## src/hdl/mp2_pkg.sv

```systemverilog
// shared types, constants and the compare and clamp functions of the 2x2 max pooling block
package mp2_pkg;

   localparam int SAMPLE_BITS    = 16;
   localparam int MAX_WIDTH      = 1024;
   localparam int HEIGHT_LIMIT   = 1024;
   localparam int DIM_BITS       = 11;
   localparam int COL_BITS       = $clog2(MAX_WIDTH);
   localparam int ROW_BITS       = $clog2(HEIGHT_LIMIT);
   localparam int LINE_DEPTH     = MAX_WIDTH / 2;
   localparam int LINE_ADDR_BITS = $clog2(LINE_DEPTH);
   localparam int LINE_BITS      = SAMPLE_BITS + 1;
   localparam int CSR_INDEX_BITS = 2;
   localparam int QUEUE_DEPTH    = 2;
   localparam int QPTR_BITS      = $clog2(QUEUE_DEPTH);
   localparam int QCOUNT_BITS    = $clog2(QUEUE_DEPTH + 1);

   typedef enum logic [CSR_INDEX_BITS-1:0] {
      CSR_PLANE_WIDTH  = 2'd0,
      CSR_PLANE_HEIGHT = 2'd1
   } csr_index_type;

   // one candidate for the maximum with its place in the window
   typedef struct packed {
      logic signed [SAMPLE_BITS-1:0] value;
      logic                          row;
      logic                          col;
   } cand_type;

   typedef struct packed {
      logic clear;
      logic load;
      logic merge;
   } cell_ctl_type;

   typedef struct packed {
      logic signed [SAMPLE_BITS-1:0] pooled_value;
      logic                          max_row_offset;
      logic                          max_col_offset;
      logic                          last_of_plane;
   } rsp_word_type;

   // larger value wins, a tie goes to the earlier place in column-major order
   function automatic cand_type pick_max(cand_type a, cand_type b);
      logic a_wins;
      a_wins = (a.value > b.value) ||
               ((a.value == b.value) && ({a.col, a.row} < {b.col, b.row}));
      return a_wins ? a : b;
   endfunction

   function automatic logic [DIM_BITS-1:0] clamp_dim(logic [DIM_BITS-1:0] v,
                                                     logic [DIM_BITS-1:0] hi);
      logic [DIM_BITS-1:0] r;
      r = v;
      if (v < DIM_BITS'(2)) begin
         r = DIM_BITS'(2);
      end else if (v > hi) begin
         r = hi;
      end
      return r;
   endfunction

endpackage

```

## src/hdl/mp2_cell.sv

```systemverilog
// compare cell: holds one candidate and merges it with the one at its input
module mp2_cell (
   input  logic                  clock,
   input  logic                  reset,
   input  mp2_pkg::cell_ctl_type ctl,
   input  mp2_pkg::cand_type     in_cand,
   output mp2_pkg::cand_type     best
);

   mp2_pkg::cand_type held_ff;
   mp2_pkg::cand_type held_in;
   mp2_pkg::cand_type pick;

   assign pick = mp2_pkg::pick_max(held_ff, in_cand);

   always_comb begin
      held_in = held_ff;
      if (ctl.clear) begin
         held_in = '0;
      end else if (ctl.load) begin
         held_in = in_cand;
      end else if (ctl.merge) begin
         held_in = pick;
      end
   end

   always_ff @(posedge clock) begin
      if (reset) begin
         held_ff <= '0;
      end else begin
         held_ff <= held_in;
      end
   end

   assign best = pick;

endmodule

```

## config.mk

```make
export PLATFORM = sky130hd
export DESIGN_NAME = mp2_cell
export DESIGN_NICKNAME = d
export VERILOG_FILES = /design/src/hdl/mp2_pkg.sv /design/src/hdl/mp2_cell.sv
export SDC_FILE = /design/constraint.sdc
export NUM_CORES = 1
export LEC_CHECK = 0
export BUFFER_PORTS_ARGS = -buffer_cell sky130_fd_sc_hd__buf_4
export CAP_MARGIN = 20
export CELL_PAD_IN_SITES_DETAIL_PLACEMENT = 1
export CELL_PAD_IN_SITES_GLOBAL_PLACEMENT = 1
export CORE_AREA = 2 2 64 66
export DETAILED_ROUTE_END_ITERATION = 10
export DIE_AREA = 0 0 66 68
export HOLD_SLACK_MARGIN = 0.05
export PLACE_DENSITY_LB_ADDON = 0.1
export SYNTH_ARGS = -nofsm -noshare
export SYNTH_HDL_FRONTEND = slang
export SYNTH_SLANG_ARGS = --single-unit
```

## constraint.sdc

```tcl
create_clock -name clock -period 7.5 [get_ports clock]
set_input_delay 1.125 -clock clock [delete_from_list [all_inputs] [get_ports clock]]
set_output_delay 1.125 -clock clock [all_outputs]
set_load 0.05 [all_outputs]
```

==> results.toml <==
[global_route]
grt_pass1_wl_mm = 6.872
grt_max_degree = 19
grt_use_total = 0.2016
grt_pass1_vias = 1446
grt_overflow = 0
grt_antenna_before_repair = 0

[routing]
antenna_left = 0
drt-total-wl_mm = 4.201
drt_iter0_drc = 47
avgRoutedWirePerCell_um = 15.91
first_pass_iters = 4
via_per_inst = 5.386
drc = 0
via_count = 1422

[power_and_ir_drop]
p_seq_frac = 0.321
power.share.switching = 0.3824
comb_power_share = 0.406
power.leakage_nw = 0.8747
p_int_uw = 196.9
power_density_nw_per_um2 = 166.6
p_sw_uw = 121.9
p_clk_frac = 0.273
ir_worst_vdd_mv = 0.06551
p_total_uw = 318.8

[synthesis]
yosysMostFrequentCell = "nand3_1"
syn_inst = 175
ys_seq_elements = 18
synth_top_area_share = 0.2368
synth-edff-count = 0
yosys.area.top_type = "dfxtp_1"
synth_common_cells = "nand3_1 (20), inv_1 (19), dfxtp_1 (18), o21ai_0 (18), ha_1 (17)"
synthTopCellsByArea = "dfxtp_1 (24%), ha_1 (14%), mux2_4 (9.9%), a21boi_0 (7.4%), nand3_1 (6.6%)"
yosys_warnings = 0
syn_area_per_cell_um2 = 8.694
synth_async_sr_flop_share = 0
synth.distinct_cells = 32
synth_area_um2 = 1521
synthesis.nets = 215
synth_ff_type = "dfxtp_1"
seq_area_frac_synth = 0.2368

[clock_network]
cts.sinks = 18
clk_path_buf_depth = 2
cts_buffers = 3
hold_buffers = 0
cts_tree = "yes"
clkTransAtPathRegs_ns = 0.08
post_cts_resized = 0
cts-htree-levels = 1
cts_root_buffer = "clkbuf_8"
clock_latency_ns = 0.27
postCtsSetupRepairBufs = 0

[sta]
relSlewSlack = 0.2827
post-route-min-period_ns = 5.148
fin_hold_ws_ns = 0.4918
final_max_slew_viol_count = 0
finalHoldViolCount = 0
clock_skew_ns = 0.001704
fin_setup_tns_ns = 0
fin_ws_ns = 2.352
max_freq_mhz = 194.3
rsz0062_at_grt = "no"
period_share = 0.6864
worst_pin_slew_ns = 1.076
final-setup-viol-count = 0

[layout]
top_regs = "held_ff: 18 flops"
nFillCells = 481
fin_nets = 255
diodes = 0
largest_reg_flops = 18
drive_gt1_frac = 0.3411
synthToLayoutAreaGrowth_pct = 25.74
largest_register = "held_ff"

[setup_path]
path_cells = "buf_4 > inv_1 > ha_1 > nand4_1 > or4_4 > or4b_1 > and3_1 > mux2_2 > buf_4"
worstSetupPathType = "input port to primary output"
r2r_end = "held_ff[15]$_SDFFE_PP0P_"
cp_max_fo = 18
required_ns = 6.38
rrSetupSlack_ns = 5.00
endpoint_kind = "primary output"
worstPathArrival_ns = 4.02
path_delay_family = "simple AND/OR/NAND/NOR gates"
ff2ff_path_depth = 7
critPathSlowestCell = "and3_1"
cpMostUsedCell = "buf_4"
worstReg2RegStart = "held_ff[9]$_SDFFE_PP0P_"
critPathBufInv = 3
cpPeakStageDelay_ns = 0.86
start_kind = "input port"
critPathLaunch = "in_cand[9]"

[min_path]
hold_path_depth = 2
holdPathEnd = "held_ff[14]$_SDFFE_PP0P_"
hold_class = "flip-flop to flip-flop"
min_from = "held_ff[14]$_SDFFE_PP0P_"

[floorplanning]
start_util = 0.3945
die_width_um = 66
die-area_um2 = 4488
fp.dieH_um = 68
coreArea_um2 = 3856
io_pins = 41
fp-row-count = 23

[flow_run]
cap_violations = 0

[place]
pre_cts_ws_ns = 2.341
place_congestion = 0.7679
port_buffers = 40
dp_hpwl_mm = 3.031

[run_status]
outcome = "completed"
-- how the worst max path moves through the flow --
| stage | to | slack (ns) | cells after the start |
|---|---|---|---|
| global placement | best[5] | 2.37 | 9 |
| CTS | best[5] | 2.33 | 9 |
| finish | best[5] | 2.35 | 9 |
| global route | best[5] | 2.21 | 9 |
| detailed placement | best[5] | 2.34 | 9 |
| floorplan | best[10] | 3.17 | 10 |
-- worst reg2reg max path, cell delays in order (launching register included) --
cell	delay (ns)
dfxtp_1	0.33
ha_1	0.31
nand4_1	0.20
or4_4	0.61
o22ai_1	0.20
a21o_2	0.37
o21ai_0	0.18
a21boi_0	0.22
-- cell families (layout without fill, tap and decap cells) --
kind of cell	Yosys count	after routing	synth area share
buf+inv	27	66	0.08470
mux	18	18	0.1579
simple gates	42	42	0.1497
compound gates	53	53	0.2311
fa+ha+maj	17	17	0.1398
flops	18	18	0.2368
-- layer usage --
layer | GRT usage | wire length, µm | up-vias
met5 | 0 | 0 | -
met4 | 0.06122 | 53 | 0
met3 | 0.02467 | 147 | 5
met2 | 0.3586 | 2063 | 32
met1 | 0.2560 | 1937 | 673
li1 | - | - | 712
-- power groups by stage --
stage	combinational [mW]	clock, mW	sequential (mW)
detailed placement	0.129	0	0.105
CTS	0.129	0.0889	0.102
finish	0.129	0.0870	0.102
global placement	0.126	0	0.104
floorplan	0.0943	0	0.104
global route	0.139	0.0943	0.103
-- area by class of cell --
| type | count | area, µm² | area share |
|---|---|---|---|
| multi-input combinational | 130 | 1037 | 0.5422 |
| inverter | 19 | 71.32 | 0.03728 |
| clock buffer | 4 | 55.05 | 0.02878 |
| tap | 50 | 62.56 | 0.03270 |
| sequential | 18 | 360.3 | 0.1884 |
| timing repair buffer | 43 | 326.6 | 0.1707 |
-- cells in the final DEF (no fill, tap or decap), drive strengths merged --
cell and instances:
buf 43, nand3 20, inv 19, o21ai 18, dfxtp 18, a21boi 18
mux2 18, ha 17, a21oi 8, nand4 5, nand2 4, clkbuf 4
o21a 3, nor2 3, o221ai 2, nand2b 2, nor3 2, or2 1
a211oi 1, or4 1, o211ai 1, nor2b 1, or4b 1, and3 1
o22ai 1, or3 1, a21o 1
-- metrics by stage --
stage	instance area (µm²)	cells	utilization
after floorplan	1521	175	-
after global placement	1839	258	0.4770
after detailed placement	1839	258	0.4770
after CTS	1894	262	0.4912
after global routing	1913	264	0.4961
final	1913	264	0.4961
Power figures use the tool's default switching activity.
