--- src/hdl/mp2_ram.sv ---
// generic single write port, single read port ram with registered read data
module mp2_ram #(
   parameter int WIDTH = 8,
   parameter int DEPTH = 16
) (
   input  logic                     clock,
   input  logic                     wr_en,
   input  logic [$clog2(DEPTH)-1:0] wr_addr,
   input  logic [WIDTH-1:0]         wr_data,
   input  logic                     rd_en,
   input  logic [$clog2(DEPTH)-1:0] rd_addr,
   output logic [WIDTH-1:0]         rd_data
);

   logic [WIDTH-1:0] mem_ff [DEPTH];
   logic [WIDTH-1:0] rd_data_ff;

   always_ff @(posedge clock) begin
      if (wr_en) begin
         mem_ff[wr_addr] <= wr_data;
      end
      if (rd_en) begin
         rd_data_ff <= mem_ff[rd_addr];
      end
   end

   assign rd_data = rd_data_ff;

endmodule

--- config.mk ---
export PLATFORM = sky130hd
export DESIGN_NAME = mp2_ram
export DESIGN_NICKNAME = d
export VERILOG_FILES = /design/src/hdl/mp2_ram.sv
export SDC_FILE = /design/constraint.sdc
export NUM_CORES = 1
export LEC_CHECK = 0
export BUFFER_PORTS_ARGS = -buffer_cell sky130_fd_sc_hd__buf_2
export CAP_MARGIN = 0
export CORE_UTILIZATION = 30
export CTS_BUF_LIST = sky130_fd_sc_hd__clkbuf_4 sky130_fd_sc_hd__clkbuf_8
export DETAILED_ROUTE_END_ITERATION = 6
export HOLD_SLACK_MARGIN = 0.02
export MAX_ROUTING_LAYER = met4
export SYNTH_ARGS = -nofsm -noshare
export SYNTH_HDL_FRONTEND = slang
export SYNTH_SLANG_ARGS = --single-unit
export TNS_END_PERCENT = 30
--- constraint.sdc ---
create_clock -name clock -period 2 [get_ports clock]
set_input_delay 0.4 -clock clock [delete_from_list [all_inputs] [get_ports clock]]
set_output_delay 0.4 -clock clock [all_outputs]
set_load 0.005 [all_outputs]
==> impl_metrics.env, run 1 <==
export IMPL_min_period_ns=1.493
export IMPL_maxCapViolCount=0
export IMPL_drc=0
export IMPL_gp_congestion=0.6975
export IMPL_avgSynthCellArea_um2=22.83
export IMPL_hold_violations=0
export IMPL_syn_area_um2=5228
export IMPL_io_pin_count=27
export IMPL_tritoncts="yes"
export IMPL_placed_area_um2=5767
export IMPL_cp_end_kind="flip-flop"
export IMPL_cp_startpoint="mem_ff[3][4]"
export IMPL_clockRootBuffer="clkbuf_8"
export IMPL_fillers=1566
export IMPL_fin_crit_sh=0.7464
export IMPL_htree_levels=4
export IMPL_timing_fmax_ghz=0.6699
export IMPL_n_antenna_cell=0
export IMPL_crit_type="flip-flop to flip-flop"
export IMPL_cts_sinks=136
export IMPL_yosys_warnings=0
export IMPL_synthDominantAreaCellType="edfxtp_1"
export IMPL_tightestPinTransition_ns=0.4300
export IMPL_grt_max_degree=18
export IMPL_yosysUniqueCellTypes=18
export IMPL_hpwl_um=6740
export IMPL_pre_cts_ws_ns=0.07694
export IMPL_fp_dieArea_um2=17960
export IMPL_grt_usage=0.1243
export IMPL_synth_area_leaders="edfxtp_1 78%, mux4_2 7.8%, mux4_1 7.0%"
export IMPL_postRouteAntennaNets=0
export IMPL_antenna_found_initial=0
export IMPL_critPathMaxFanout=1
export IMPL_synth_top_area_share=0.7812
export IMPL_grt_pass1_vias=2548
export IMPL_postLayoutSetupSlackWorst_ns=0.5073
export IMPL_ir_drop_mv=0.4435
export IMPL_final_area_um2=6195
export IMPL_nets=309
export IMPL_drive_gt1_frac=0.3366
export IMPL_drtIter0Drc=149
export IMPL_cts_hold_buf=0
export IMPL_crit_required_ns=2.17
export IMPL_status="finished, final reports clean"
export IMPL_holdCritPathClass="input port to flip-flop"
export IMPL_routed_wl_um=9978
export IMPL_gr_total_overflow=0
export IMPL_ff_latch_area_um2=4084
export IMPL_syn_num_nets=248
export IMPL_ys_seq_area_frac=0.7812
export IMPL_skew_ns=0.007654
export IMPL_clockBufferDepth=2
export IMPL_cts_buffers=17
export IMPL_rsz0062_at_grt="no"
export IMPL_r2r_start="mem_ff[3][4]"
export IMPL_p_total_mw=5.902
export IMPL_clk_pin_slew_ns=0.07
export IMPL_hp_start="rd_en"
export IMPL_drt_wirelength_per_cell_um=19.08
export IMPL_firstDrtPassIters=4
export IMPL_setup_violations_final=0
export IMPL_multi_input_area_um2=1057
export IMPL_vias=2480
export IMPL_syn2layout_area_growth_pct=18.50
export IMPL_die_w_um=134.0
export IMPL_tns_ns=0
export IMPL_synth_seq_cells=136
export IMPL_postSynthCellCount=229
export IMPL_p_leak_nw=2.063
export IMPL_slew_viol_final=0
export IMPL_insertion_delay_ns=0.43
export IMPL_die_y_um=134.0
export IMPL_floorplan_initialDensity=0.3108
export IMPL_rows=47
export IMPL_post_drt_via_cell_ratio=4.742
export IMPL_start_kind="flip-flop"
export IMPL_max_slew_margin=0.7133
export IMPL_io_buffers=26
export IMPL_core_area_um2=16820
export IMPL_whs_ns=0.3484
export IMPL_power_density_nw_per_um2=952.7
export IMPL_postCtsResizedCells=0
export IMPL_grt_first_pass_wirelength_um=15240
export IMPL_post_cts_buffers=0
export IMPL_arrival_ns=1.66
-- Yosys cell counts --
master / count
edfxtp_1: 136
mux4_2: 18
a22oi_1: 16
mux4_1: 14
nor2_1: 13
nand2_1: 9
nor3_1: 4
buf_2: 3
buf_6: 3
clkdlybuf4s25_2: 3
nand2b_1: 2
nand3b_1: 2
and2_1: 1
and2b_1: 1
buf_4: 1
nand3_1: 1
nor2b_1: 1
or3b_2: 1
-- layer usage --
layer | track usage | vias up | part of all wire
met4 | 0.03598 | 0 | 0.0079
met2 | 0.1839 | 83 | 0.47
met3 | 0.03628 | 7 | 0.063
met1 | 0.1659 | 1290 | 0.46
met5 | - | - | 0
li1 | - | 1100 | -
-- registers in the layout (all words and copies together) (netlist names) --
signal   flops
mem_ff     128
rd_data      8
-- cell type report --
cell class | instances | share of cell area
sequential | 136 | 0.6593
timing repair buffer | 52 | 0.05655
clock inverter | 13 | 0.02888
clock buffer | 19 | 0.04019
tap | 220 | 0.04444
multi-input combinational | 83 | 0.1707
-- placed cells by master (no fill, tap or decap), drive strengths merged --
cell type and n:
edfxtp 136, buf 52, mux4 32, clkbuf 19, a22oi 16, nor2 13, nand2 9, clkinv 6
nor3 4, bufinv 4, clkinvlp 3, nand3b 2, nand2b 2, nor2b 1, and2 1, and2b 1
nand3 1, or3b 1
-- power by group --
part / internal (mW) / switching [mW]
registers: 3.21 / 0.0170
clock network: 1.38 / 0.998
logic: 0.135 / 0.167
-- critical path, stage by stage (launching register included) --
cell and delay, ns:
edfxtp_1 0.37, mux4_2 0.48, a22oi_1 0.20, buf_4 0.14, nand2_1 0.05
-- cells by family (layout without fill, tap and decap cells) --
group,Yosys count,after routing,synth area share
flops,136,136,0.7812
buf+inv,10,84,0.01651
compound gates,16,16,0.02298
simple gates,35,35,0.03136
mux,32,32,0.1479
-- stage by stage --
| stage | instances | utilization |
|---|---|---|
| after floorplan | 229 | - |
| after global placement | 491 | 0.3429 |
| final | 523 | 0.3683 |
| after detailed placement | 491 | 0.3429 |
| after global routing | 523 | 0.3683 |
| after CTS | 523 | 0.3683 |
-- worst paths after layout --
path / endpoint / slack (ns) / cells past startpoint
setup / recovery: rd_data[4] / 0.51 / 4
hold / removal: rd_data[3] / 0.35 / 1
setup reg to reg: rd_data[4] / 0.51 / 4
hold reg to reg: rd_data[2] / 0.75 / 3
(Power assumes the default switching activity.)
==> run 2, diff against run 1 <==
==> constraint.sdc (replaced) <==
create_clock -name clock -period 1.6 [get_ports clock]
set_input_delay 0.32 -clock clock [delete_from_list [all_inputs] [get_ports clock]]
set_output_delay 0.32 -clock clock [all_outputs]
set_load 0.005 [all_outputs]
==> run 2 against run 1 <==
Final cell count down 0.38%; routed wire length is 6.3% higher; maximum frequency shrank 0.99%.
==> impl_metrics.env, run 2 (synthesized netlist as in run 1, its figures left out) <==
export IMPL_final_cell_mix="136 x edfxtp_1, 26 x buf_2, 21 x buf_4"
export IMPL_p_leak_nw=2.041
export IMPL_drive_gt1_frac=0.3189
export IMPL_slew_viol_final=0
export IMPL_antenna_found_initial=0
export IMPL_top_register="mem_ff"
export IMPL_crit_type="flip-flop to flip-flop"
export IMPL_timing_rr_end="rd_data[2]"
export IMPL_r2r_slack_ns=0.09
export IMPL_mostFrequentLayoutCell="edfxtp_1"
export IMPL_pre_cts_ws_ns=-0.2957
export IMPL_fin_crit_sh=0.9423
export IMPL_hold_violations=0
export IMPL_fp_dieArea_um2=17960
export IMPL_holdCritPathClass="input port to flip-flop"
export IMPL_wl_met3_um=518
export IMPL_grt_first_pass_wirelength_um=15830
export IMPL_crit_required_ns=1.77
export IMPL_hpwl_um=6958
export IMPL_post_drt_via_cell_ratio=4.781
export IMPL_postLayoutSetupSlackWorst_ns=0.09234
export IMPL_postCtsResizedCells=0
export IMPL_rsz0062_at_grt="no"
export IMPL_clockBufferDepth=2
export IMPL_die_y_um=134.0
export IMPL_htree_levels=4
export IMPL_nets=309
export IMPL_drtIter0Drc=231
export IMPL_setup_violations_final=0
export IMPL_met1_length_um=4893
export IMPL_start_kind="flip-flop"
export IMPL_vias=2491
export IMPL_ir_drop_mv=0.5072
export IMPL_routed_wl_um=10610
export IMPL_p_total_mw=6.834
export IMPL_power_density_nw_per_um2=1113
export IMPL_tritoncts="yes"
export IMPL_syn2layout_area_growth_pct=17.42
export IMPL_highest_signal_layer="met4"
export IMPL_cp_startpoint="mem_ff[1][2]"
export IMPL_post_route_util=0.3650
export IMPL_cp_end_kind="flip-flop"
export IMPL_min_period_ns=1.508
export IMPL_io_buffers=26
export IMPL_insertion_delay_ns=0.42
export IMPL_die_w_um=134.0
export IMPL_n_antenna_cell=0
export IMPL_cts_hold_buf=0
export IMPL_grt_usage=0.1302
export IMPL_postRouteAntennaNets=0
export IMPL_arrival_ns=1.68
export IMPL_post_cts_buffers=0
export IMPL_timing_fmax_ghz=0.6633
export IMPL_worstRegToRegCells=3
export IMPL_io_pin_count=27
export IMPL_r2r_start="mem_ff[1][2]"
export IMPL_floorplan_initialDensity=0.3108
export IMPL_tightestPinTransition_ns=0.7723
export IMPL_gp_congestion=0.7198
export IMPL_cts_buffers=17
export IMPL_critPathMaxFanout=1
export IMPL_core_area_um2=16820
export IMPL_crit_path_end="rd_data[2]"
export IMPL_status="finished, final reports clean"
export IMPL_grt_max_degree=17
export IMPL_drc=0
export IMPL_gr_total_overflow=0
export IMPL_drt_wirelength_per_cell_um=20.36
export IMPL_wl_met2_um=5131
export IMPL_skew_ns=0.005109
export IMPL_maxCapViolCount=0
export IMPL_grt_pass1_vias=2622
export IMPL_firstDrtPassIters=4
export IMPL_rows=47
export IMPL_clockRootBuffer="clkbuf_8"
export IMPL_clk_pin_slew_ns=0.07
export IMPL_max_slew_margin=0.4841
export IMPL_cts_sinks=136
export IMPL_whs_ns=0.2714
export IMPL_largest_reg_flops=128
## run 2: routing by layer
metal  GRT usage  vias to the layer above
li1            -                     1097
met1      0.1724                     1308
met2      0.1923                       78
met3     0.04044                        8
met4     0.03788                        0
met5           -                        -
## run 2: area by class of cell
type / instances / area [µm²]
clock inverter: 8 / 57.56
tap: 220 / 275.3
clock buffer: 22 / 271.5
timing repair buffer: 52 / 387.9
fill: 1589 / 10680
sequential: 136 / 4084
multi-input combinational: 83 / 1062
## run 2: worst min path at each step
stage                          start           end  slack (ns)  depth (start not counted)
final                          rd_en    rd_data[7]        0.27                          1
after global routing           rd_en    rd_data[7]        0.25                          1
after floorplan           wr_data[0]  mem_ff[0][0]        0.42                          0
after global placement         rd_en    rd_data[7]        0.71                          1
after CTS                      rd_en    rd_data[7]        0.24                          1
after detailed placement       rd_en    rd_data[7]        0.71                          1
## run 2: worst max-delay path, stage by stage, from the launching register on
cell      delay [ns]
edfxtp_1        0.37
mux4_1          0.52
a22oi_1         0.28
nand2_1         0.08
## run 2: report_power, final
part           total [mW]  switching (mW)  internal (mW)  leakage [nW]
Sequential           4.03          0.0224           4.01          1.24
Clock                2.41            1.15           1.26         0.173
Combinational       0.392           0.215          0.177         0.632
Total                6.83            1.38           5.45          2.04
## run 2: through the flow
step / instances / setup TNS [ns] / cell area [µm²]
after CTS: 521 / 0 / 6138
after floorplan: 229 / -0.009690 / 5233
after global placement: 491 / -1.878 / 5809
after detailed placement: 491 / -1.812 / 5809
after global routing: 521 / 0 / 6138
final: 521 / 0 / 6138
