`src/hdl/mp2_pkg.sv`:
```
// shared types, constants and the compare and clamp functions of the 2x2 max pooling block
package mp2_pkg;

   localparam int SAMPLE_BITS    = 16;
   localparam int MAX_WIDTH      = 1024;
   localparam int HEIGHT_LIMIT   = 1024;
   localparam int DIM_BITS       = 11;
   localparam int COL_BITS       = $clog2(MAX_WIDTH);
   localparam int ROW_BITS       = $clog2(HEIGHT_LIMIT);
   localparam int LINE_DEPTH     = MAX_WIDTH / 2;
   localparam int LINE_ADDR_BITS = $clog2(LINE_DEPTH);
   localparam int LINE_BITS      = SAMPLE_BITS + 1;
   localparam int CSR_INDEX_BITS = 2;
   localparam int QUEUE_DEPTH    = 2;
   localparam int QPTR_BITS      = $clog2(QUEUE_DEPTH);
   localparam int QCOUNT_BITS    = $clog2(QUEUE_DEPTH + 1);

   typedef enum logic [CSR_INDEX_BITS-1:0] {
      CSR_PLANE_WIDTH  = 2'd0,
      CSR_PLANE_HEIGHT = 2'd1
   } csr_index_type;

   // one candidate for the maximum with its place in the window
   typedef struct packed {
      logic signed [SAMPLE_BITS-1:0] value;
      logic                          row;
      logic                          col;
   } cand_type;

   typedef struct packed {
      logic clear;
      logic load;
      logic merge;
   } cell_ctl_type;

   typedef struct packed {
      logic signed [SAMPLE_BITS-1:0] pooled_value;
      logic                          max_row_offset;
      logic                          max_col_offset;
      logic                          last_of_plane;
   } rsp_word_type;

   // larger value wins, a tie goes to the earlier place in column-major order
   function automatic cand_type pick_max(cand_type a, cand_type b);
      logic a_wins;
      a_wins = (a.value > b.value) ||
               ((a.value == b.value) && ({a.col, a.row} < {b.col, b.row}));
      return a_wins ? a : b;
   endfunction

   function automatic logic [DIM_BITS-1:0] clamp_dim(logic [DIM_BITS-1:0] v,
                                                     logic [DIM_BITS-1:0] hi);
      logic [DIM_BITS-1:0] r;
      r = v;
      if (v < DIM_BITS'(2)) begin
         r = DIM_BITS'(2);
      end else if (v > hi) begin
         r = hi;
      end
      return r;
   endfunction

endpackage

```
`src/hdl/mp2_if.sv`:
```


interface mp2_rsp_if;
   logic                                  valid;
   logic                                  ready;
   logic signed [mp2_pkg::SAMPLE_BITS-1:0] pooled_value;
   logic                                  max_row_offset;
   logic                                  max_col_offset;
   logic                                  last_of_plane;
   modport source (output valid, output pooled_value, output max_row_offset,
                   output max_col_offset, output last_of_plane, input ready);
   modport sink (input valid, input pooled_value, input max_row_offset,
                 input max_col_offset, input last_of_plane, output ready);
endinterface


```
`src/hdl/mp2_out_queue.sv`:
```
// two-word result queue that decouples the pooling cells from the result channel
module mp2_out_queue (
   input  logic                              clock,
   input  logic                              reset,
   input  logic                              push,
   input  mp2_pkg::rsp_word_type             push_word,
   output logic [mp2_pkg::QCOUNT_BITS-1:0]   count,
   mp2_rsp_if.source                         rsp_chan
);

   mp2_pkg::rsp_word_type                slot_ff [mp2_pkg::QUEUE_DEPTH];
   logic [mp2_pkg::QPTR_BITS-1:0]        wr_ptr_ff, wr_ptr_in;
   logic [mp2_pkg::QPTR_BITS-1:0]        rd_ptr_ff, rd_ptr_in;
   logic [mp2_pkg::QCOUNT_BITS-1:0]      count_ff, count_in;
   logic                                 pop;
   mp2_pkg::rsp_word_type                head;

   assign pop  = rsp_chan.valid && rsp_chan.ready;
   assign head = slot_ff[rd_ptr_ff];

   always_comb begin
      wr_ptr_in = push ? wr_ptr_ff + 1'b1 : wr_ptr_ff;
      rd_ptr_in = pop ? rd_ptr_ff + 1'b1 : rd_ptr_ff;
      count_in  = count_ff;
      if (push && !pop) begin
         count_in = count_ff + 1'b1;
      end else if (pop && !push) begin
         count_in = count_ff - 1'b1;
      end
   end

   always_ff @(posedge clock) begin
      if (reset) begin
         wr_ptr_ff <= '0;
         rd_ptr_ff <= '0;
         count_ff  <= '0;
      end else begin
         wr_ptr_ff <= wr_ptr_in;
         rd_ptr_ff <= rd_ptr_in;
         count_ff  <= count_in;
      end
   end

   always_ff @(posedge clock) begin
      if (push) begin
         slot_ff[wr_ptr_ff] <= push_word;
      end
   end

   assign count                   = count_ff;
   assign rsp_chan.valid          = (count_ff != '0);
   assign rsp_chan.pooled_value   = head.pooled_value;
   assign rsp_chan.max_row_offset = head.max_row_offset;
   assign rsp_chan.max_col_offset = head.max_col_offset;
   assign rsp_chan.last_of_plane  = head.last_of_plane;

   // the input side holds back early enough that a word never meets a full queue
   a_no_overflow: assert property (@(posedge clock) disable iff (reset)
      push |-> (count_ff != mp2_pkg::QCOUNT_BITS'(mp2_pkg::QUEUE_DEPTH)))
      else $error("result pushed into a full queue");

endmodule

```
`src/flat_wrapper.sv`:
```
// flat-port wrapper written by rule: the top's interface ports become plain ports
module mp2_out_queue_flat 
  (clock, reset, push, push_word, count, rsp_chan_valid, rsp_chan_pooled_value, rsp_chan_max_row_offset, rsp_chan_max_col_offset, rsp_chan_last_of_plane, rsp_chan_ready);
  mp2_rsp_if rsp_chan_i ();
  input  logic clock;
  input  logic reset;
  input  logic push;
  input  mp2_pkg::rsp_word_type push_word;
  output logic [mp2_pkg::QCOUNT_BITS-1:0] count;
  output wire logic [$bits(rsp_chan_i.valid)-1:0] rsp_chan_valid;
  output wire logic [$bits(rsp_chan_i.pooled_value)-1:0] rsp_chan_pooled_value;
  output wire logic [$bits(rsp_chan_i.max_row_offset)-1:0] rsp_chan_max_row_offset;
  output wire logic [$bits(rsp_chan_i.max_col_offset)-1:0] rsp_chan_max_col_offset;
  output wire logic [$bits(rsp_chan_i.last_of_plane)-1:0] rsp_chan_last_of_plane;
  input wire logic [$bits(rsp_chan_i.ready)-1:0] rsp_chan_ready;
  assign rsp_chan_valid = rsp_chan_i.valid;
  assign rsp_chan_pooled_value = rsp_chan_i.pooled_value;
  assign rsp_chan_max_row_offset = rsp_chan_i.max_row_offset;
  assign rsp_chan_max_col_offset = rsp_chan_i.max_col_offset;
  assign rsp_chan_last_of_plane = rsp_chan_i.last_of_plane;
  assign rsp_chan_i.ready = rsp_chan_ready;
  mp2_out_queue u_core (.clock(clock), .reset(reset), .push(push), .push_word(push_word), .count(count), .rsp_chan(rsp_chan_i));
endmodule
```
`config.mk`:
```
export PLATFORM = sky130hd
export DESIGN_NAME = mp2_out_queue_flat
export DESIGN_NICKNAME = d
export VERILOG_FILES = /design/src/hdl/mp2_pkg.sv /design/src/hdl/mp2_if.sv /design/src/hdl/mp2_out_queue.sv /design/src/flat_wrapper.sv
export SDC_FILE = /design/constraint.sdc
export NUM_CORES = 1
export LEC_CHECK = 0
export BUFFER_PORTS_ARGS = -buffer_cell sky130_fd_sc_hd__buf_4
export CAP_MARGIN = 20
export CORE_ASPECT_RATIO = 0.8
export CORE_MARGIN = 2
export CORE_UTILIZATION = 57
export CTS_BUF_LIST = sky130_fd_sc_hd__clkbuf_4
export DETAILED_ROUTE_END_ITERATION = 10
export PLACE_DENSITY = 0.86
export SYNTH_ARGS = -nofsm -noshare
export SYNTH_HDL_FRONTEND = slang
export SYNTH_SLANG_ARGS = --single-unit
```
`constraint.sdc`:
```
create_clock -name clock -period 4.6 [get_ports clock]
set_input_delay 1.38 -clock clock [delete_from_list [all_inputs] [get_ports clock]]
set_output_delay 1.38 -clock clock [all_outputs]
set_load 0.1 [all_outputs]
```
==> results.md, run 1 <==
- Unrepaired setup endpoints after global routing: no
- Diodes inserted: 0
- Kind of start point of the critical path: flip-flop
- Type of destination of the critical path: output port
- TritonCTS Sinks: 43
- Count of unresolved DRC violations after routing: 0
- Number of detailed-route iterations in the first pass: 4
- Floorplan die area: about 0.0032 mm^2
- Hold path start: u_core.count[1]$_SDFFE_PP0P_
- Post-Synthesis Mean Instance Area: 19.68 um^2
- Most used flip-flop cell after synthesis: edfxtp_1
- Critical Setup Path Class: flip-flop to output port
- Final number of max-transition violations: 0
- Row Count: 17
- Clock tree from TritonCTS: built
- Starting density of the core: 58.27%
- Clock latency at the later pin of the worst-skew pair: 0.34 ns
- DR vias/cell: 5.018
- Arrival time of the worst setup path: 1.89 ns
- Share of layout cells above drive strength 1: 55.38%
- Worst setup path endpoint: rsp_chan_pooled_value[9]
- Total Routing Usage GR: between 10% and 20%
- Routed WL: between 2000 and 2500 um
- Fin cells: approximately 170
- Iteration-0 DRC Markers: 24
- TritonCTS buffer count: 5
- Startpoint of the worst-slack reg-to-reg timing path: u_core.count[0]$_SDFFE_PP0P_
- Number of failing setup endpoints in the final timing report: 0
- Pin count of the biggest net entering global routing: 20
- Height of the chip: 51 um
- Post-Syn Area: roughly 0.0016 mm^2
- Routability-driven placement congestion ratio: roughly 0.60
- Layout Area Growth over Synthesis: 27.98%
- Total Nets Final: between 150 and 200
- Max FO, Critical Path: 19
- Area of the core region: approximately 0.0027 mm^2
- Yosys warning count: 0
- Global-route congestion overflow total: 0
- Post-route standard cell area excluding fillers: ~0.0020 mm^2
- Total of max-cap violations: 0
- Final worst-path cycle share: a little under three quarters
- Post-Place Cell Area: roughly 0.0019 mm^2
- Final count of hold timing violations: 0
- Setup slack of the worst register-to-register path: about 3.0 ns
- HP Class: flip-flop to flip-flop
- Measured slew at the worst slew-check pin: about 1 ns
- Most instantiated cells after synthesis: 38 x edfxtp_1, 19 x mux2_2, 5 x dfxtp_1
- Vias after detailed routing: about 840
- Total Neg Setup Slack: 0 ns
- Portion of the post-synthesis area used by sequential elements: approximately four fifths
- Resized Gates After CTS: 0
- Post-layout min period: around 3.3 ns
- Setup bufs post-CTS: 0
- Result of the run: completed
- Count of pins on the block boundary: 45
- Post-detailed-route wirelength per cell: around 14 um
- Total number of H-tree levels: 2
- Endpoint of the worst register-to-register path: u_core.count[1]$_SDFFE_PP0P_
- Clock slew at the register clock pins of the worst setup and hold paths: around 0.11 ns
- Post-synthesis sequential element count: 43
- Ranking of synthesized cells by area: edfxtp_1 72%, mux2_2 14%, dfxtp_1 6.4%
- Top-area cell type share of the netlist area: around 72%
- Highest Clock Rate: about 300 MHz
- Share of the core filled with cells in the final layout: 74.57%
- Port Buf Inserts: 44
- Cells after Synth: 80
- Required time of the critical path: between 3 and 4 ns
- Root buffer cell: clkbuf_4
- Async set-reset flop share out of synthesis: 0%
- Final setup skew: 0.002962 ns
- Number of buffers on the longest clock path: 2
- Wire length of the first global-routing pass: between 3000 and 4000 um
- Antenna violations before repair: 0
- Residual antenna-violating net count after detailed routing: 0
- Worst-case reg-to-reg path depth: 4
- Net count after synthesis: 104
- Die boundary width: 62.75 um
- Number of hold buffers added after cts: 0
- Max-Slew Margin vs Limit: 31.34%
- Total instance count after detailed placement: 160
- EDFF count, synth: 38
- Number of global-route vias before repair: 814
- Most common cell in the synthesized netlist: edfxtp_1
- Biggest area consumer among synthesized cells: edfxtp_1
- Number of library cell types mapped by synthesis: 15
[flip-flops by register name, indices dropped and copies added, names as in the netlist, named ones only]
register / flops
u_core.count: 2
u_core.rd_ptr_ff: 1
u_core.slot_ff: 38
u_core.wr_ptr_ff: 1
[layout make-up]
type                    count  area, um^2
clock buffers               5       37.54
clock inverters             3       38.79
fillers                   178       686.9
multi-input cells          35       319.1
flip-flops and latches     43        1241
well taps                  38       47.55
repair buffers             44       330.3
[kinds of logic (layout without fill, tap and decap cells)]
| family | after synthesis | in the layout | share of synthesized area [%] |
|---|---|---|---|
| flops | 43 | 43 | 78.86 |
| mux | 19 | 19 | 13.59 |
| simple gates | 8 | 8 | 2.544 |
| xor+xnor | 4 | 4 | 2.226 |
| compound gates | 3 | 3 | 0.9536 |
| buf+inv | 2 | 52 | 1.033 |
| fa+ha+maj | 1 | 1 | 0.7948 |
[layer usage]
layer	track usage, %	routed length (um)	vias up	share of wire, %
li1	-	-	403	-
met1	20.03	1003	406	41
met2	26.70	1196	27	49
met3	7.930	175	7	7.2
met4	8.889	47	0	1.9
met5	0	0	-	0
[through the flow]
step / hold WS [ns] / setup WS, ns
global placement: 0.4847 / 1.697
floorplan: 0.4725 / 1.639
detailed placement: 0.5004 / 1.689
finish: 0.5160 / 1.330
CTS: 0.5185 / 1.299
global route: 0.5548 / 1.202
[how the worst min path moves through the flow]
| stage | slack [ns] | end | depth (start not counted) |
|---|---|---|---|
| final | 0.52 | u_core.count[1]$_SDFFE_PP0P_ | 2 |
| after global routing | 0.55 | u_core.count[1]$_SDFFE_PP0P_ | 2 |
| after CTS | 0.52 | u_core.count[1]$_SDFFE_PP0P_ | 2 |
| after detailed placement | 0.50 | u_core.count[1]$_SDFFE_PP0P_ | 2 |
| after global placement | 0.48 | flip-flop | 2 |
| after floorplan | 0.47 | flip-flop | 2 |
[worst max-delay path, stage by stage (launching register included)]
cell	delay [ns]
dfxtp_1	0.88
mux2_2	0.42
buf_4	0.23
[placed cells by master (no fill, tap or decap)]
cell	n
a21oi_1	1
or3_1	1
edfxtp_1	38
buf_4	44
dfxtp_1	5
ha_1	1
mux2_2	19
o21ai_0	2
or2_2	1
nor2b_2	1
and2_1	1
nor2_1	4
xnor2_1	1
bufinv_16	1
clkinv_1	1
xor2_1	3
clkinv_2	1
clkbuf_4	5
Power of run 1 is not shown: default switching activity piles up to over one toggle a cycle in this logic, so the estimate is an artifact.
==> inputs of run 2 (changes only) <==
--- a/config.mk
+++ b/config.mk
@@ -9,10 +9,10 @@
 export CAP_MARGIN = 20
 export CORE_ASPECT_RATIO = 0.8
 export CORE_MARGIN = 2
-export CORE_UTILIZATION = 57
+export CORE_UTILIZATION = 48
 export CTS_BUF_LIST = sky130_fd_sc_hd__clkbuf_4
 export DETAILED_ROUTE_END_ITERATION = 10
-export PLACE_DENSITY = 0.86
+export PLACE_DENSITY = 0.78
 export SYNTH_ARGS = -nofsm -noshare
 export SYNTH_HDL_FRONTEND = slang
 export SYNTH_SLANG_ARGS = --single-unit
==> constraint.sdc (replaced) <==
create_clock -name clock -period 2.93 [get_ports clock]
set_input_delay 0.879 -clock clock [delete_from_list [all_inputs] [get_ports clock]]
set_output_delay 0.879 -clock clock [all_outputs]
set_load 0.1 [all_outputs]
==> run 2 against run 1 <==
Against the previous run:
- count of clock-buffer cells in the layout is the same
- worst hold slack gained 0.0080 ns
- setup slack lost 1.0 ns
- global-route usage shrank 1.8 points
- final cell count grew 3.0%
- utilization shrank 9.0 points
- non-clock buffer count grew 3
==> results.md, run 2 (synthesized netlist as in run 1, its figures left out) <==
- Result of the run: completed (unchanged)
- Highest-count cells in the layout ignoring fill and taps: 47 x buf_4, 38 x edfxtp_1, 19 x mux2_2 (was 44 x buf_4, 38 x edfxtp_1, 19 x mux2_2)
- Pin count of the biggest net entering global routing: 20 (unchanged)
- Antenna violations before repair: 0 (unchanged)
- Wire length of the first global-routing pass: 4022 um (was 3822 um)
- Clock slew at the register clock pins of the worst setup and hold paths: 0.12 ns (was 0.11 ns)
- Clock tree from TritonCTS: built (unchanged)
- Largest register by flop count: u_core.slot_ff (unchanged)
- Kind of start point of the critical path: flip-flop (unchanged)
- Buffers & Inverters on Critical Path: 2 (was 1)
- Measured slew at the worst slew-check pin: 0.3785 ns (was 1.025 ns)
- Total number of H-tree levels: 2 (unchanged)
- Total Neg Setup Slack: 0 ns (unchanged)
- Resized Gates After CTS: 0 (unchanged)
- Number of flip-flops under the largest register name: 38 (unchanged)
- Number of global-route vias before repair: 833 (was 814)
- Number of filler instances in the final layout: 234 (was 178)
- Worst Slack Setup Final: 0.2852 ns (was 1.330 ns)
- Final setup skew: 0.008916 ns (was 0.002962 ns)
- Layout Area Growth over Synthesis: 29.57% (was 27.98%)
- Number of hold buffers added after cts: 0 (unchanged)
- Final number of max-transition violations: 0 (unchanged)
- Total Nets Final: 156 (was 153)
- Arrival time of the worst setup path: 1.77 ns (was 1.89 ns)
- Height of the chip: 55.22 um (was 51 um)
- Setup bufs post-CTS: 0 (unchanged)
- Metal3 WL: 226 um (was 175 um)
- Routed WL: 2579 um (was 2422 um)
- Iteration-0 DRC Markers: 13 (was 24)
- Floorplan die area: 0.003756 mm^2 (was 0.003200 mm^2)
- Diodes inserted: 0 (unchanged)
- Number of buffers on the longest clock path: 2 (unchanged)
- Unrepaired setup endpoints after global routing: no (unchanged)
- Final count of hold timing violations: 0 (unchanged)
- Type of destination of the critical path: output port (unchanged)
- Count of unresolved DRC violations after routing: 0 (unchanged)
- M1 WL: 1041 um (was 1003 um)
- Area of the core region: 0.003108 mm^2 (was 0.002701 mm^2)
- Required time of the critical path: 2.05 ns (was 3.22 ns)
- Highest Clock Rate: approximately 380 MHz
- Total area of multi-input combinational cells: 319.1 um^2 (unchanged)
- TritonCTS buffer count: 5 (unchanged)
- HPWL reported at the end of detailed placement: roughly 1800 um
- Cell repeated most along the worst path: buf_4
- Critical Setup Path Class: flip-flop to output port (unchanged)
- Post-detailed-route wirelength per cell: 14.91 um (was 14.42 um)
- Port Buf Inserts: 44 (unchanged)
- Storage element area: 0.001241 mm^2 (unchanged)
- Vias after detailed routing: 841 (was 843)
- Row Count: 18 (was 17)
- Top metal layer carrying routed signals: met4 (unchanged)
- Total of max-cap violations: 0 (unchanged)
- CP max-delay cell: dfxtp_1 (unchanged)
- Residual antenna-violating net count after detailed routing: 0 (unchanged)
- Final worst-path cycle share: between 90% and 100%
- Clock latency at the later pin of the worst-skew pair: 0.34 ns (about the same)
- HP Class: flip-flop to flip-flop (unchanged)
- Leading cell type in the layout, fill and taps excluded: buf_4 (unchanged)
- Max-Slew Margin vs Limit: 74.73% (was 31.34%)
- Total Routing Usage GR: 15.32% (was 17.07%)
- Cell family contributing the most delay on the critical path: flip-flops (unchanged)
- Post-layout min period: ~2.6 ns
- Die boundary width: 68.03 um (was 62.75 um)
- Starting density of the core: 50.64% (was 58.27%)
- Count of pins on the block boundary: 45 (unchanged)
- Critical Path Max Stage Delay: 0.56 ns (was 0.88 ns)
- Routability-driven placement congestion ratio: 0.6348 (was 0.6041)
- TritonCTS Sinks: 43 (unchanged)
- Root buffer cell: clkbuf_4 (unchanged)
- Max FO, Critical Path: 11 (was 19)
- Global-route congestion overflow total: 0 (unchanged)
- Setup slack at placement: 0.6442 ns (was 1.689 ns)
- Number of failing setup endpoints in the final timing report: 0 (unchanged)
- Met2 Routed Length: 1291 um (was 1196 um)
- Share of layout cells above drive strength 1: 56.39% (was 55.38%)
- DR vias/cell: 4.861 (was 5.018)
- Number of detailed-route iterations in the first pass: 4 (unchanged)
- Cells along the critical path: buf_4 > mux2_2 > buf_4 (was mux2_2 > buf_4)
run 2: area by class of cell:
type	instances	area share, %
sequential	43	60.86
timing repair buffer	47	17.30
multi-input combinational	35	15.64
tap	40	2.454
clock inverter	3	1.902
clock buffer	5	1.840
run 2: final timing paths:
check	depth (start not counted)	start	slack [ns]	to
setup / recovery	3	flip-flop	0.29	rsp_chan_pooled_value[9]
hold / removal	2	u_core.rd_ptr_ff$_SDFFE_PP0P_	0.52	u_core.rd_ptr_ff$_SDFFE_PP0P_
setup reg to reg	4	u_core.count[0]$_SDFFE_PP0P_	1.33	u_core.count[1]$_SDFFE_PP0P_
hold reg to reg	2	u_core.rd_ptr_ff$_SDFFE_PP0P_	0.52	u_core.rd_ptr_ff$_SDFFE_PP0P_
run 2: layer usage:
metal	up-vias	track usage (%)
met5	-	0
li1	407	-
met1	397	17.73
met4	0	5.143
met2	33	24.41
met3	4	7.739
run 2: worst reg2reg max path, stage by stage (launching register included):
cell and delay, ns:
dfxtp_1 0.39, o21ai_0 0.31, ha_1 0.33, or3_1 0.36, a21oi_1 0.15
run 2: metrics by stage:
step | area, um^2 | hold WS [ns] | utilization (%) | std cells
5_1_grt | 2039 | 0.5745 | 65.62 | 173
4_1_cts | 2039 | 0.5267 | 65.62 | 173
6_report | 2039 | 0.5241 | 65.62 | 173
3_5_place_dp | 1963 | 0.4980 | 63.16 | 165
2_1_floorplan | 1574 | 0.4725 | - | 80
3_3_place_gp | 1963 | 0.4866 | 63.16 | 165
Power of run 2 is left out for the same reason.
==> inputs of run 3 (changes only) <==
--- a/config.mk
+++ b/config.mk
@@ -7,7 +7,7 @@
 export LEC_CHECK = 0
 export BUFFER_PORTS_ARGS = -buffer_cell sky130_fd_sc_hd__buf_4
 export CAP_MARGIN = 20
-export CORE_ASPECT_RATIO = 0.8
+export CORE_ASPECT_RATIO = 1.5
 export CORE_MARGIN = 2
 export CORE_UTILIZATION = 48
 export CTS_BUF_LIST = sky130_fd_sc_hd__clkbuf_4
==> run 3 against run 2 <==
Against the previous run:
- routed wire length down 3.7%
- critical path depth is the same
- global-route usage fell by 0.87 points
- register-to-register slack hardly changed
- final area stayed put
- worst hold slack better by 0.0056 ns
- sequential cell count unchanged
- critical path type unchanged
- critical endpoint is now rsp_chan_pooled_value[3]
==> results.md, run 3 (synthesized netlist as in run 1, its figures left out) <==
- Starting density of the core: 50.32% (was 50.64%)
- Routability-driven placement congestion ratio: 0.6309 (was 0.6348)
- Final worst-path cycle share: 84.12% (was 90.26%)
- Wire length of the first global-routing pass: 3801 um (was 4022 um)
- Number of buffers on the longest clock path: 2 (unchanged)
- HP Class: flip-flop to flip-flop (unchanged)
- Total Nets Final: 156 (unchanged)
- Iteration-0 DRC Markers: 21 (was 13)
- Highest Clock Rate: 405.7 MHz (was 378.1 MHz)
- Resized Gates After CTS: 0 (unchanged)
- Hold path start: u_core.rd_ptr_ff$_SDFFE_PP0P_ (unchanged)
- Measured slew at the worst slew-check pin: 0.3426 ns (was 0.3785 ns)
- TritonCTS buffer count: 5 (unchanged)
- Global-route congestion overflow total: 0 (unchanged)
- Number of hold buffers added after cts: 0 (unchanged)
- Required time of the critical path: 2.05 ns (about the same)
- Total Routing Usage GR: 14.45% (was 15.32%)
- Met2 usage in global routing: 25.73% (was 24.41%)
- Diodes inserted: 0 (unchanged)
- Routed WL: 2483 um (was 2579 um)
- Total Neg Setup Slack: 0 ns (unchanged)
- Max FO, Critical Path: 17 (was 11)
- Type of destination of the critical path: output port (unchanged)
- Count of pins on the block boundary: 45 (unchanged)
- Worst Slack Setup Final: 0.4654 ns (was 0.2852 ns)
- Unrepaired setup endpoints after global routing: no (unchanged)
- Share of layout cells above drive strength 1: 56.39% (unchanged)
- Die boundary width: 50.76 um (was 68.03 um)
- Antenna violations before repair: 0 (unchanged)
- Pin count of the biggest net entering global routing: 20 (unchanged)
- Startpoint of the worst-slack reg-to-reg timing path: u_core.count[0]$_SDFFE_PP0P_ (unchanged)
- Height of the chip: 74.14 um (was 55.22 um)
- Final setup skew: 0.01248 ns (was 0.008916 ns)
- HPWL reported at the end of detailed placement: 1748 um (was 1825 um)
- Clock slew at the register clock pins of the worst setup and hold paths: 0.11 ns (was 0.12 ns)
- Total number of H-tree levels: 2 (unchanged)
- Setup slack of the worst register-to-register path: 1.34 ns (was 1.33 ns)
- Number of global-route vias before repair: 871 (was 833)
- Vias after detailed routing: 852 (was 841)
- Leading cell type in the layout, fill and taps excluded: buf_4 (unchanged)
- Post-detailed-route wirelength per cell: 14.35 um (was 14.91 um)
- Setup bufs post-CTS: 0 (unchanged)
- Number of flip-flops under the largest register name: 38 (unchanged)
- Total of max-cap violations: 0 (unchanged)
- Area of the core region: 0.003128 mm^2 (was 0.003108 mm^2)
- Critical Setup Path Class: flip-flop to output port (unchanged)
- Number of detailed-route iterations in the first pass: 3 (was 4)
- Floorplan die area: 0.003763 mm^2 (was 0.003756 mm^2)
- Met1 Resource Use GR: 15.17% (was 17.73%)
- TritonCTS Sinks: 43 (unchanged)
- Post-layout min period: 2.465 ns (was 2.645 ns)
- Root buffer cell: clkbuf_4 (unchanged)
- Clock tree from TritonCTS: built (unchanged)
- Number of failing setup endpoints in the final timing report: 0 (unchanged)
- Most Used Layer, Global Route: met2 (unchanged)
- Kind of start point of the critical path: flip-flop (unchanged)
- Count of unresolved DRC violations after routing: 0 (unchanged)
- DR vias/cell: 4.925 (was 4.861)
- GR Layer Usage met3: 4.819% (was 7.739%)
- Setup slack at placement: 0.8246 ns (was 0.6442 ns)
- Largest register by flop count: u_core.slot_ff (unchanged)
- Final number of max-transition violations: 0 (unchanged)
- Residual antenna-violating net count after detailed routing: 0 (unchanged)
- Layout Area Growth over Synthesis: 29.57% (unchanged)
- Arrival time of the worst setup path: 1.59 ns (was 1.77 ns)
- Result of the run: completed (unchanged)
- Max-Slew Margin vs Limit: 76.92% (was 74.73%)
- Port Buf Inserts: 44 (unchanged)
- Final count of hold timing violations: 0 (unchanged)
- Clock latency at the later pin of the worst-skew pair: 0.34 ns (about the same)
- Highest-count cells in the layout ignoring fill and taps: 47 x buf_4, 38 x edfxtp_1, 19 x mux2_2 (unchanged)
- Row Count: 25 (was 18)
==> run 3: cell counts in the layout (fill, tap and decap cells not counted) <==
Identical to the previous run, type by type.
==> run 3: path summary, 6_finish.rpt <==
| check | endpoint | cells after the start |
|---|---|---|
| setup reg to reg | u_core.count[1]$_SDFFE_PP0P_ | 4 |
| hold / removal | u_core.rd_ptr_ff$_SDFFE_PP0P_ | 2 |
| setup / recovery | rsp_chan_pooled_value[3] | 3 |
| hold reg to reg | u_core.rd_ptr_ff$_SDFFE_PP0P_ | 2 |
==> run 3: metrics by stage <==
step,hold WS (ns),cell area (um^2),instances,util (%)
2_1_floorplan,0.4725,1574,80,-
3_3_place_gp,0.4848,1963,165,62.76
3_5_place_dp,0.5004,1963,165,62.76
4_1_cts,0.5346,2039,173,65.20
5_1_grt,0.5513,2039,173,65.20
6_report,0.5296,2039,173,65.20
==> run 3: final cells by class <==
class / instances / area (um^2)
Sequential cell: 43 / 1241
Fill cell: 236 / 1089
Timing Repair Buffer: 47 / 352.8
Multi-Input combinational cell: 35 / 319.1
Tap cell: 40 / 50.05
Clock inverter: 3 / 38.79
Clock buffer: 5 / 37.54
==> run 3: critical path, stage by stage, from the launching register on <==
cell and delay, ns:
dfxtp_1 0.38, buf_4 0.26, mux2_2 0.37, buf_4 0.23
==> run 3: metal layers <==
metal / share of wire (%) / vias to the layer above
met1: 36 / 407
li1: - / 409
met2: 55 / 31
met5: 0 / -
met3: 6.5 / 5
met4: 1.8 / 0
Power of run 3 is left out for the same reason.
